`src/hw/rtl/fpd_pkg.sv`:
```
// Shared types, constants and helpers for the FSK period demodulator receiver.
`timescale 1ns / 1ps
`default_nettype none
package fpd_pkg;

  // Receive FIFO geometry; the ring holds FIFO_DEPTH-1 bytes
  localparam int FIFO_DEPTH = 8;
  localparam int FIFO_AW    = (FIFO_DEPTH > 1) ? $clog2(FIFO_DEPTH) : 1;
  localparam int FIFO_CW    = FIFO_AW + 1;
  localparam int COUNT_W    = 4;

  // Request commands
  localparam logic [1:0] CMD_EDGE = 2'd0;
  localparam logic [1:0] CMD_TICK = 2'd1;
  localparam logic [1:0] CMD_READ = 2'd2;
  localparam logic [1:0] CMD_NOP  = 2'd3;

  // Configuration register indexes
  localparam logic [2:0] REG_LOW_PERIOD_MAX  = 3'd0;
  localparam logic [2:0] REG_LOW_PERIOD_MIN  = 3'd1;
  localparam logic [2:0] REG_HIGH_PERIOD_MAX = 3'd2;
  localparam logic [2:0] REG_BIT_TICKS       = 3'd3;
  localparam logic [2:0] REG_START_THRESHOLD = 3'd4;
  localparam logic [2:0] REG_MIN_PERIOD      = 3'd5;
  localparam logic [2:0] REG_AVERAGE_ENABLE  = 3'd6;

  // Frame phases: start, data 1..8, stop, idle
  localparam logic [3:0] PHASE_START = 4'd0;
  localparam logic [3:0] PHASE_DATA1 = 4'd1;
  localparam logic [3:0] PHASE_DATA8 = 4'd8;
  localparam logic [3:0] PHASE_STOP  = 4'd9;
  localparam logic [3:0] PHASE_IDLE  = 4'd15;

  localparam logic [7:0] MSB_MASK = 8'h80;

  typedef struct packed {
    logic [7:0] low_period_max;
    logic [7:0] low_period_min;
    logic [7:0] high_period_max;
    logic [7:0] bit_ticks;
    logic [7:0] start_threshold;
    logic [7:0] min_period;
    logic       average_enable;
  } cfg_t;

  typedef struct packed {
    logic [7:0] last_edge_time;
    logic [7:0] smoothed_period;
    logic [7:0] low_tone_sum;
    logic [7:0] high_tone_sum;
    logic [3:0] frame_phase;
    logic [7:0] shift_byte;
    logic [7:0] sample_compare;
  } rx_state_t;

  typedef struct packed {
    logic push;
    logic byte_done;
    logic framing_error;
    logic overrun_error;
  } sample_flags_t;

  // Default thresholds after reset
  localparam cfg_t CFG_RESET = '{
    low_period_max:  8'd56,
    low_period_min:  8'd43,
    high_period_max: 8'd39,
    bit_ticks:       8'd204,
    start_threshold: 8'd102,
    min_period:      8'd4,
    average_enable:  1'b0
  };

  // Receiver state after reset: sums cleared, sampler idle
  localparam rx_state_t RX_STATE_RESET = '{
    last_edge_time:  8'h00,
    smoothed_period: 8'h00,
    low_tone_sum:    8'h00,
    high_tone_sum:   8'h00,
    frame_phase:     PHASE_IDLE,
    shift_byte:      8'h00,
    sample_compare:  8'h00
  };

  function automatic logic [FIFO_AW-1:0] fifo_next(input logic [FIFO_AW-1:0] ptr);
    if (ptr == FIFO_AW'(FIFO_DEPTH - 1)) begin
      return '0;
    end
    return ptr + 1'b1;
  endfunction

endpackage
`default_nettype wire

```
`src/hw/rtl/fpd_edge.sv`:
```
// Edge path: period measure, glitch/long rejection, smoothing, tone sums, start detect.
`timescale 1ns / 1ps
`default_nettype none
module fpd_edge (
  input  fpd_pkg::cfg_t      cfg_i,
  input  fpd_pkg::rx_state_t state_i,
  input  logic [7:0]         timer_i,
  output fpd_pkg::rx_state_t state_o
);
  import fpd_pkg::*;

  logic [7:0] period;
  logic [7:0] smoothed;
  logic [7:0] low_sum;

  always_comb begin
    period   = timer_i - state_i.last_edge_time;
    smoothed = cfg_i.average_enable
             ? ((period >> 1) + (period >> 2) + (state_i.smoothed_period >> 2))
             : period;
    low_sum  = state_i.low_tone_sum + smoothed;
    state_o  = state_i;
    if (period >= cfg_i.min_period) begin
      state_o.last_edge_time = timer_i;
      if (period <= cfg_i.low_period_max) begin
        state_o.smoothed_period = smoothed;
        if (smoothed >= cfg_i.low_period_min) begin
          state_o.low_tone_sum = low_sum;
          if (state_i.frame_phase == PHASE_IDLE && low_sum >= cfg_i.start_threshold) begin
            state_o.frame_phase    = PHASE_START;
            state_o.high_tone_sum  = '0;
            state_o.shift_byte     = '0;
            state_o.sample_compare = timer_i + cfg_i.bit_ticks - low_sum;
          end
        end else if (smoothed <= cfg_i.high_period_max) begin
          if (state_i.frame_phase == PHASE_IDLE) begin
            state_o.low_tone_sum  = '0;
            state_o.high_tone_sum = '0;
          end else begin
            state_o.high_tone_sum = state_i.high_tone_sum + smoothed;
          end
        end
      end
    end
  end

endmodule
`default_nettype wire

```
`src/hw/rtl/fpd_sample.sv`:
```
// Bit sampler: tone decision and start/data/stop frame sequencing.
`timescale 1ns / 1ps
`default_nettype none
module fpd_sample (
  input  fpd_pkg::cfg_t          cfg_i,
  input  fpd_pkg::rx_state_t     state_i,
  input  logic                   fifo_full_i,
  output fpd_pkg::rx_state_t     state_o,
  output fpd_pkg::sample_flags_t flags_o
);
  import fpd_pkg::*;

  logic high;

  always_comb begin
    state_o = state_i;
    flags_o = '0;
    state_o.sample_compare = state_i.sample_compare + cfg_i.bit_ticks;
    high = state_i.high_tone_sum > state_i.low_tone_sum;
    if (high) begin
      state_o.high_tone_sum = '0;
    end else begin
      state_o.low_tone_sum = '0;
    end

    if (state_i.frame_phase == PHASE_START) begin
      state_o.frame_phase = high ? PHASE_IDLE : PHASE_DATA1;
    end else if (state_i.frame_phase inside {[PHASE_DATA1:PHASE_DATA8]}) begin
      state_o.shift_byte  = (state_i.shift_byte >> 1) | (high ? MSB_MASK : 8'h00);
      state_o.frame_phase = state_i.frame_phase + 4'd1;
    end else begin
      // stop bit, or a stray phase code: either way the frame ends here
      state_o.frame_phase = PHASE_IDLE;
      if (state_i.frame_phase == PHASE_STOP) begin
        if (!high) begin
          flags_o.framing_error = 1'b1;
        end else if (fifo_full_i) begin
          flags_o.overrun_error = 1'b1;
        end else begin
          flags_o.push      = 1'b1;
          flags_o.byte_done = 1'b1;
        end
      end
    end
  end

endmodule
`default_nettype wire

```
`src/hw/rtl/fpd_fifo.sv`:
```
// Receive ring FIFO; one slot stays empty so it holds FIFO_DEPTH-1 bytes.
`timescale 1ns / 1ps
`default_nettype none
module fpd_fifo (
  input  logic                        clk_i,
  input  logic                        rst_ni,
  input  logic                        push_i,
  input  logic [7:0]                  data_i,
  input  logic                        pop_i,
  output logic [7:0]                  rd_data_o,
  output logic                        full_o,
  output logic                        empty_o,
  output logic [fpd_pkg::COUNT_W-1:0] count_o
);
  import fpd_pkg::*;

  logic [7:0]         store_q [FIFO_DEPTH];
  logic [FIFO_AW-1:0] head_q, head_d;
  logic [FIFO_AW-1:0] tail_q, tail_d;
  logic [FIFO_CW-1:0] count;

  assign rd_data_o = store_q[head_q];
  assign empty_o   = head_q == tail_q;
  assign full_o    = fifo_next(tail_q) == head_q;

  always_comb begin
    head_d = pop_i  ? fifo_next(head_q) : head_q;
    tail_d = push_i ? fifo_next(tail_q) : tail_q;
    count  = {1'b0, tail_d} - {1'b0, head_d};
    if (tail_d < head_d) begin
      count = count + FIFO_CW'(FIFO_DEPTH);
    end
    count_o = COUNT_W'(count);
  end

  always_ff @(posedge clk_i or negedge rst_ni) begin
    if (!rst_ni) begin
      head_q <= '0;
      tail_q <= '0;
    end else begin
      head_q <= head_d;
      tail_q <= tail_d;
    end
  end

  always_ff @(posedge clk_i) begin
    if (push_i) begin
      store_q[tail_q] <= data_i;
    end
  end

endmodule
`default_nettype wire

```
`src/hw/rtl/fsk_period_demodulator_uart_rx.sv`:
```
// Top level of the FSK period demodulator with asynchronous byte receiver.
//
// Requests come in on the in channel (in_valid_i/in_ready_o) carrying
// command_i and timer_value_i: a comparator edge, a timer tick, a read of
// one received byte, or a no-op. Every accepted request yields exactly one
// result on the out channel (out_valid_o/out_ready_i): the popped byte if
// any, the FIFO fill after the request, pulses for a stored byte, a framing
// error or an overrun, and the receiving flag.
// The result register loads on the accepting edge. Throughput is one
// request per cycle while results are taken; the whole update (8-bit period
// subtract, tone-sum add and compares, FIFO pointer step) is combinational
// between the input ports and the result register.
// While the receiver stalls, a held result blocks only until it is taken:
// in_ready_o stays high whenever the result register is empty or is being
// drained in the same cycle.
// Reset (rst_ni low, asynchronous) restores the default thresholds, empties
// the FIFO, clears the tone sums and puts the frame sampler in idle.
// Configuration writes (cfg_we_i, cfg_addr_i, cfg_wdata_i) take effect at
// the next edge and should only be issued while no request is in flight.
`timescale 1ns / 1ps
`default_nettype none
module fsk_period_demodulator_uart_rx (
  input  logic                        clk_i,
  input  logic                        rst_ni,
  input  logic                        cfg_we_i,
  input  logic [2:0]                  cfg_addr_i,
  input  logic [7:0]                  cfg_wdata_i,
  input  logic                        in_valid_i,
  output logic                        in_ready_o,
  input  logic [1:0]                  command_i,
  input  logic [7:0]                  timer_value_i,
  output logic                        out_valid_o,
  input  logic                        out_ready_i,
  output logic                        read_valid_o,
  output logic [7:0]                  read_data_o,
  output logic [fpd_pkg::COUNT_W-1:0] fifo_count_o,
  output logic                        byte_done_o,
  output logic                        framing_error_o,
  output logic                        overrun_error_o,
  output logic                        receiving_o
);
  import fpd_pkg::*;

  cfg_t          cfg_q;
  rx_state_t     state_q, state_d;
  rx_state_t     edge_state, sample_state;
  sample_flags_t sample_flags, flags;

  logic                accept;
  logic                do_sample;
  logic                pop;
  logic [7:0]          fifo_rd_data;
  logic                fifo_full, fifo_empty;
  logic [COUNT_W-1:0]  fifo_count;

  logic                out_valid_q;
  logic                read_valid_q;
  logic [7:0]          read_data_q;
  logic [COUNT_W-1:0]  fifo_count_q;
  logic                byte_done_q, framing_error_q, overrun_error_q, receiving_q;

  // Result register frees up when empty or drained this cycle
  assign in_ready_o = !out_valid_q || out_ready_i;
  assign accept     = in_valid_i && in_ready_o;

  // Configuration registers
  always_ff @(posedge clk_i or negedge rst_ni) begin
    if (!rst_ni) begin
      cfg_q <= CFG_RESET;
    end else if (cfg_we_i) begin
      case (cfg_addr_i)
        REG_LOW_PERIOD_MAX:  cfg_q.low_period_max  <= cfg_wdata_i;
        REG_LOW_PERIOD_MIN:  cfg_q.low_period_min  <= cfg_wdata_i;
        REG_HIGH_PERIOD_MAX: cfg_q.high_period_max <= cfg_wdata_i;
        REG_BIT_TICKS:       cfg_q.bit_ticks       <= cfg_wdata_i;
        REG_START_THRESHOLD: cfg_q.start_threshold <= cfg_wdata_i;
        REG_MIN_PERIOD:      cfg_q.min_period      <= cfg_wdata_i;
        REG_AVERAGE_ENABLE:  cfg_q.average_enable  <= cfg_wdata_i[0];
        default: ;
      endcase
    end
  end

  fpd_edge u_edge (
    .cfg_i   (cfg_q),
    .state_i (state_q),
    .timer_i (timer_value_i),
    .state_o (edge_state)
  );

  fpd_sample u_sample (
    .cfg_i       (cfg_q),
    .state_i     (state_q),
    .fifo_full_i (fifo_full),
    .state_o     (sample_state),
    .flags_o     (sample_flags)
  );

  // A tick samples only while a frame runs and the timer hits the compare
  assign do_sample = accept && command_i == CMD_TICK
                  && state_q.frame_phase != PHASE_IDLE
                  && timer_value_i == state_q.sample_compare;
  assign pop       = accept && command_i == CMD_READ && !fifo_empty;
  assign flags     = do_sample ? sample_flags : '0;

  always_comb begin
    state_d = state_q;
    if (accept && command_i == CMD_EDGE) begin
      state_d = edge_state;
    end else if (do_sample) begin
      state_d = sample_state;
    end
  end

  always_ff @(posedge clk_i or negedge rst_ni) begin
    if (!rst_ni) begin
      state_q <= RX_STATE_RESET;
    end else begin
      state_q <= state_d;
    end
  end

  fpd_fifo u_fifo (
    .clk_i     (clk_i),
    .rst_ni    (rst_ni),
    .push_i    (flags.push),
    .data_i    (state_q.shift_byte),
    .pop_i     (pop),
    .rd_data_o (fifo_rd_data),
    .full_o    (fifo_full),
    .empty_o   (fifo_empty),
    .count_o   (fifo_count)
  );

  // Result register
  always_ff @(posedge clk_i or negedge rst_ni) begin
    if (!rst_ni) begin
      out_valid_q <= 1'b0;
    end else if (accept) begin
      out_valid_q <= 1'b1;
    end else if (out_ready_i) begin
      out_valid_q <= 1'b0;
    end
  end

  always_ff @(posedge clk_i) begin
    if (accept) begin
      read_valid_q    <= pop;
      read_data_q     <= pop ? fifo_rd_data : 8'h00;
      fifo_count_q    <= fifo_count;
      byte_done_q     <= flags.byte_done;
      framing_error_q <= flags.framing_error;
      overrun_error_q <= flags.overrun_error;
      receiving_q     <= state_d.frame_phase != PHASE_IDLE;
    end
  end

  assign out_valid_o     = out_valid_q;
  assign read_valid_o    = read_valid_q;
  assign read_data_o     = read_data_q;
  assign fifo_count_o    = fifo_count_q;
  assign byte_done_o     = byte_done_q;
  assign framing_error_o = framing_error_q;
  assign overrun_error_o = overrun_error_q;
  assign receiving_o     = receiving_q;

endmodule
`default_nettype wire

```
`config.mk`:
```
export PLATFORM = sky130hd
export DESIGN_NAME = fsk_period_demodulator_uart_rx
export DESIGN_NICKNAME = d
export VERILOG_FILES = /design/src/hw/rtl/fpd_pkg.sv /design/src/hw/rtl/fpd_edge.sv /design/src/hw/rtl/fpd_sample.sv /design/src/hw/rtl/fpd_fifo.sv /design/src/hw/rtl/fsk_period_demodulator_uart_rx.sv
export SDC_FILE = /design/constraint.sdc
export NUM_CORES = 1
export LEC_CHECK = 0
export BUFFER_PORTS_ARGS = -buffer_cell sky130_fd_sc_hd__clkbuf_2
export CAP_MARGIN = 5
export CORE_MARGIN = 5
export CORE_UTILIZATION = 55
export DETAILED_ROUTE_END_ITERATION = 10
export GPL_ROUTABILITY_DRIVEN = 0
export PLACE_DENSITY = 0.84
export RECOVER_POWER = 50
export SLEW_MARGIN = 0
export SYNTH_ARGS = -nofsm -noshare
export SYNTH_HDL_FRONTEND = slang
export SYNTH_SLANG_ARGS = --single-unit
```
`constraint.sdc`:
```
create_clock -name clk_i -period 7.1 [get_ports clk_i]
set_input_delay 0.71 -clock clk_i [delete_from_list [all_inputs] [get_ports clk_i]]
set_output_delay 0.71 -clock clk_i [all_outputs]
set_load 0.01 [all_outputs]
```
==> flow_results.org <==
** Yosys
- Cells after synthesis :: ~960
- Synthesized-area fraction occupied by adder cells :: around 15%
- Fraction of the mapped netlist area in simple logic gates :: between 10% and 20%
- Yosys mapped a number of flops with a built-in enable equal to just over 80.
- In this run the cell area of the synthesized design comes to around 11000 um^2.
- Synthesized net count :: 1100
- Of all flip-flops after synthesis, the portion carrying an async set or reset was between 50% and 60%.
- Post-synthesis compound-gate area fraction :: about 11%
- By area, the combinational part of the netlist is dominated by adder cells.
- Dividing the synthesized area by the synthesized cell count gives between 10 and 15 um^2.
- Proportion of synthesized area in mux cells :: between 7 and 8%
- Synthesis warning total :: 0
- Of the total synthesized cell area, the portion taken by XOR and XNOR cells is 4.26%.
- Register bit total from synthesis :: around 190
- Sequential elements use about 47% of the synthesized area.
- Number of distinct library cell variants in the gate-level netlist after synthesis :: 63
- Flip-flop cell with the highest count after synthesis :: sky130_fd_sc_hd__dfrtp_1

** Worst setup path
- Maximum cell stage delay along the critical path :: roughly 0.58 ns
- For the worst setup path, the data required time is roughly 7.4 ns.
- The setup check on the worst reg-to-reg path leaves a slack of 0.69 ns.
- Critical path destination :: state_q[8]
- End of the worst register-to-register path :: state_q[8]
- Register-to-Register Path Depth :: 29
- Category of the worst setup path launch point :: input pin
- Arrival time reported for the critical path endpoint :: 6.80 ns
- On the critical path, the stage with the largest delay is an instance of sky130_fd_sc_hd__fa_1.
- The worst setup path is of the input pin to flip-flop kind.
- Kind of end point of the critical path :: flip-flop
- Timing startpoint of the critical path :: timer_value_i[0]
- Critical R2R Launch :: state_q[45]
- Of all nets on the critical path, the largest fanout is 9.

** STA
- Unrepaired setup endpoints after global routing :: no
- Setup slack after layout :: ~0.63 ns
- Measured against its own limit, the worst slew margin works out to -131%.
- Hold violation total from the final report :: 0
- Final number of max-transition violations :: between 100 and 150
- Clock Skew :: roughly 0.0085 ns
- Final setup violation count :: 0
- For the finished layout, the period the worst path requires is approximately 6.5 ns.
- For the pin with the worst max-slew slack, the measured transition is about 3.5 ns.
- Total negative slack :: 0 ns
- The final critical path takes up slightly above 90% of the cycle.
- Based on the critical path, the design can be clocked at up to between 0.15 and 0.2 GHz.

** Detailed routing
- After detailed routing, the number of vias per cell comes to ~5.9.
- Average wire length per cell after detail routing :: 19.0 um
- Drt first-iter violations :: 638
- The routed design has about 25000 um of wire.
- Before antenna repair, the detailed router went through 8 iterations.
- The detail route stage leaves a number of antenna-violating nets equal to 0.
- DRC :: 0
- Detailed routing inserted a total of 7598 vias.

** Placed design
- Summing all placed instances gives a cell area of roughly 11000 um^2.
- Once detailed placement completed, the half-perimeter wirelength came to 17500 um.
- Number of port buffers :: between 40 and 50
- Prior to clock tree synthesis, the placed netlist has a worst setup slack of 0.295 ns.

** Finish
- The number of antenna diodes in the final layout is 0.
- Once layout is done, the placed cells without fillers occupy around 12000 um^2.
- Fraction of final layout cells with drive strength greater than 1 :: between 10% and 20%
- In the final design database the tool counted approximately 1200 nets.
- Area grow syn2layout :: 10.9%

** Clocking
- TritonCTS built the clock tree.
- Clk pin slew, worst setup/hold paths :: 0.08 ns
- H-tree levels :: 4
- Cell at the root of the clock tree :: sky130_fd_sc_hd__clkbuf_16
- CTS hold repair buffers :: 0
- For the worst-skew pair, the clock arrives at the later sink with an insertion delay of 0.44 ns.
- Number of sinks on the clock net :: roughly 190
- CTS buffer count :: 17
- Post-CTS Setup Inserts :: 0
- No sink is reached through more buffers than the 2 on the longest clock path.
- Post-CTS repair changed the size of 0 cells.

** Global route
- Number of global-route vias before repair :: approximately 7800
- For this run, the total global-route usage over all layers was measured as a little under a quarter.
- The initial antenna violation count is 0.
- The first global-routing pass estimated 40200 um of wire.
- Entering global routing, the biggest net connects 66 pins.
- The total overflow left after global routing is 0.

** Flow run
- Number of max-cap violations :: 2

** Die
- The die covers 22700 um^2.
- During I/O placement, the number of pins put on the boundary was 45.
- The floorplan step defined a core boundary enclosing around 20000 um^2.
- The floorplan step set the die height to roughly 150 um.
- For this configuration, the core starts out at a cell density of 55.9%.
- In this run the horizontal extent of the chip is 151 um.
- After floorplanning, the core was divided into between 50 and 60 placement rows.

** Min path
- Worst min path class :: flip-flop to flip-flop

** Run status
- Outcome :: finished with violations
- Violated checks :: max-capacitance violations, max-slew violations
[cells in the mapped netlist, drive strengths merged (3+ instances only)]
library cell / count / area, um^2
ha: 100 / 1250
inv: 94 / 353
nand2: 90 / 338
dfrtp: 82 / 2050
edfxtp: 81 / 2430
o21ai: 53 / 265
a21oi: 42 / 214
xnor2: 33 / 289
mux2: 32 / 360
nor2: 30 / 113
a21o: 27 / 203
dfstp: 24 / 631
nand3: 20 / 100
xor2: 20 / 175
clkbuf: 18 / 67.6
fa: 17 / 340
mux4: 16 / 360
nor3: 15 / 75.1
mux2i: 14 / 144
nand2b: 14 / 87.6
nor2b: 10 / 62.6
buf: 9 / 42.5
a211oi: 8 / 65.1
a32o: 8 / 80.1
nor3b: 8 / 71.3
o21bai: 8 / 60.1
o22ai: 8 / 50.1
nand4: 6 / 37.5
o21a: 6 / 45.0
o31ai: 6 / 45.0
or3: 6 / 37.5
and3: 4 / 25.0
o31a: 4 / 35.0
or2: 4 / 25.0
a22oi: 3 / 22.5
a31oi: 3 / 18.8
and2: 3 / 18.8
nand3b: 3 / 26.3
nand4b: 3 / 26.3
nor4: 3 / 25.0
nor4b: 3 / 26.3
[cell families after synthesis]
family / after synthesis
buffers and inverters: 121
AO/OA/AOI/OAI: 189
multiplexers: 62
XOR/XNOR: 53
flip-flops: 187
AND/OR/NAND/NOR: 228
adder cells (fa/ha/maj): 117
[stage by stage]
stage,util (%),hold slack (ns),cells
floorplan,-,0.414,957
global placement,59.0,0.475,1258
detailed placement,59.0,0.489,1258
CTS,62.2,0.267,1290
global route,62.0,0.530,1290
finish,62.0,0.505,1290
[flip-flops by register name (all words and copies together) (netlist names), 3 cells and up]
register,flops
fifo_count_o,4
state_q,50
u_fifo.head_q,3
u_fifo.tail_q,3
u_fifo.store_q,64
cfg_q,49
read_data_o,8
[worst max-delay path: cells and delay by family]
family	cells	cell delay (ns)
AND/OR/NAND/NOR	6	1.31
AO/OA/AOI/OAI	11	1.48
adder cells (fa/ha/maj)	6	1.92
buffers and inverters	6	0.68
XOR/XNOR	4	0.71
[worst min-delay path by stage]
stage | endpoint | slack, ns | depth (start not counted) | from
final | state_q[17] | 0.50 | 2 | state_q[17]
after global routing | state_q[51] | 0.53 | 2 | state_q[51]
after CTS | cfg_q[43] | 0.27 | 1 | rst_ni
after detailed placement | state_q[51] | 0.49 | 2 | state_q[51]
after global placement | state_q[51] | 0.48 | 2 | state_q[51]
after floorplan | cfg_q[0] | 0.41 | 0 | rst_ni
[layout by cell type (no fill, tap or decap), drive strengths merged, types with 10 or more instances in the layout]
cell type,n
fa,17
xnor2,33
dfrtp,82
a21o,27
dfstp,24
mux4,16
nor2,30
nand3,20
mux2,32
o21ai,53
nand2,90
clkbuf,66
nor3,15
buf,14
inv,106
a21oi,42
nand2b,14
nor2b,10
edfxtp,81
ha,100
mux2i,14
xor2,20
[routing by layer]
layer  vias up  wire, um  global-route usage [%]
li1       3539         -                       -
met5         -         0                       0
met1      3736     10200                    30.2
met2       285     12200                    39.3
met4         0       435                    5.80
met3        38      1690                    4.00
[area by class of cell]
type | count | area (um^2)
tap | 265 | 332
sequential | 187 | 5110
clock inverter | 15 | 206
clock buffer | 17 | 425
inverter | 94 | 353
multi-input combinational | 649 | 5320
timing repair buffer | 63 | 325
fill | 1452 | 7390
Power is not shown: default switching activity piles up to over one toggle a cycle in this logic, so the estimate is an artifact.
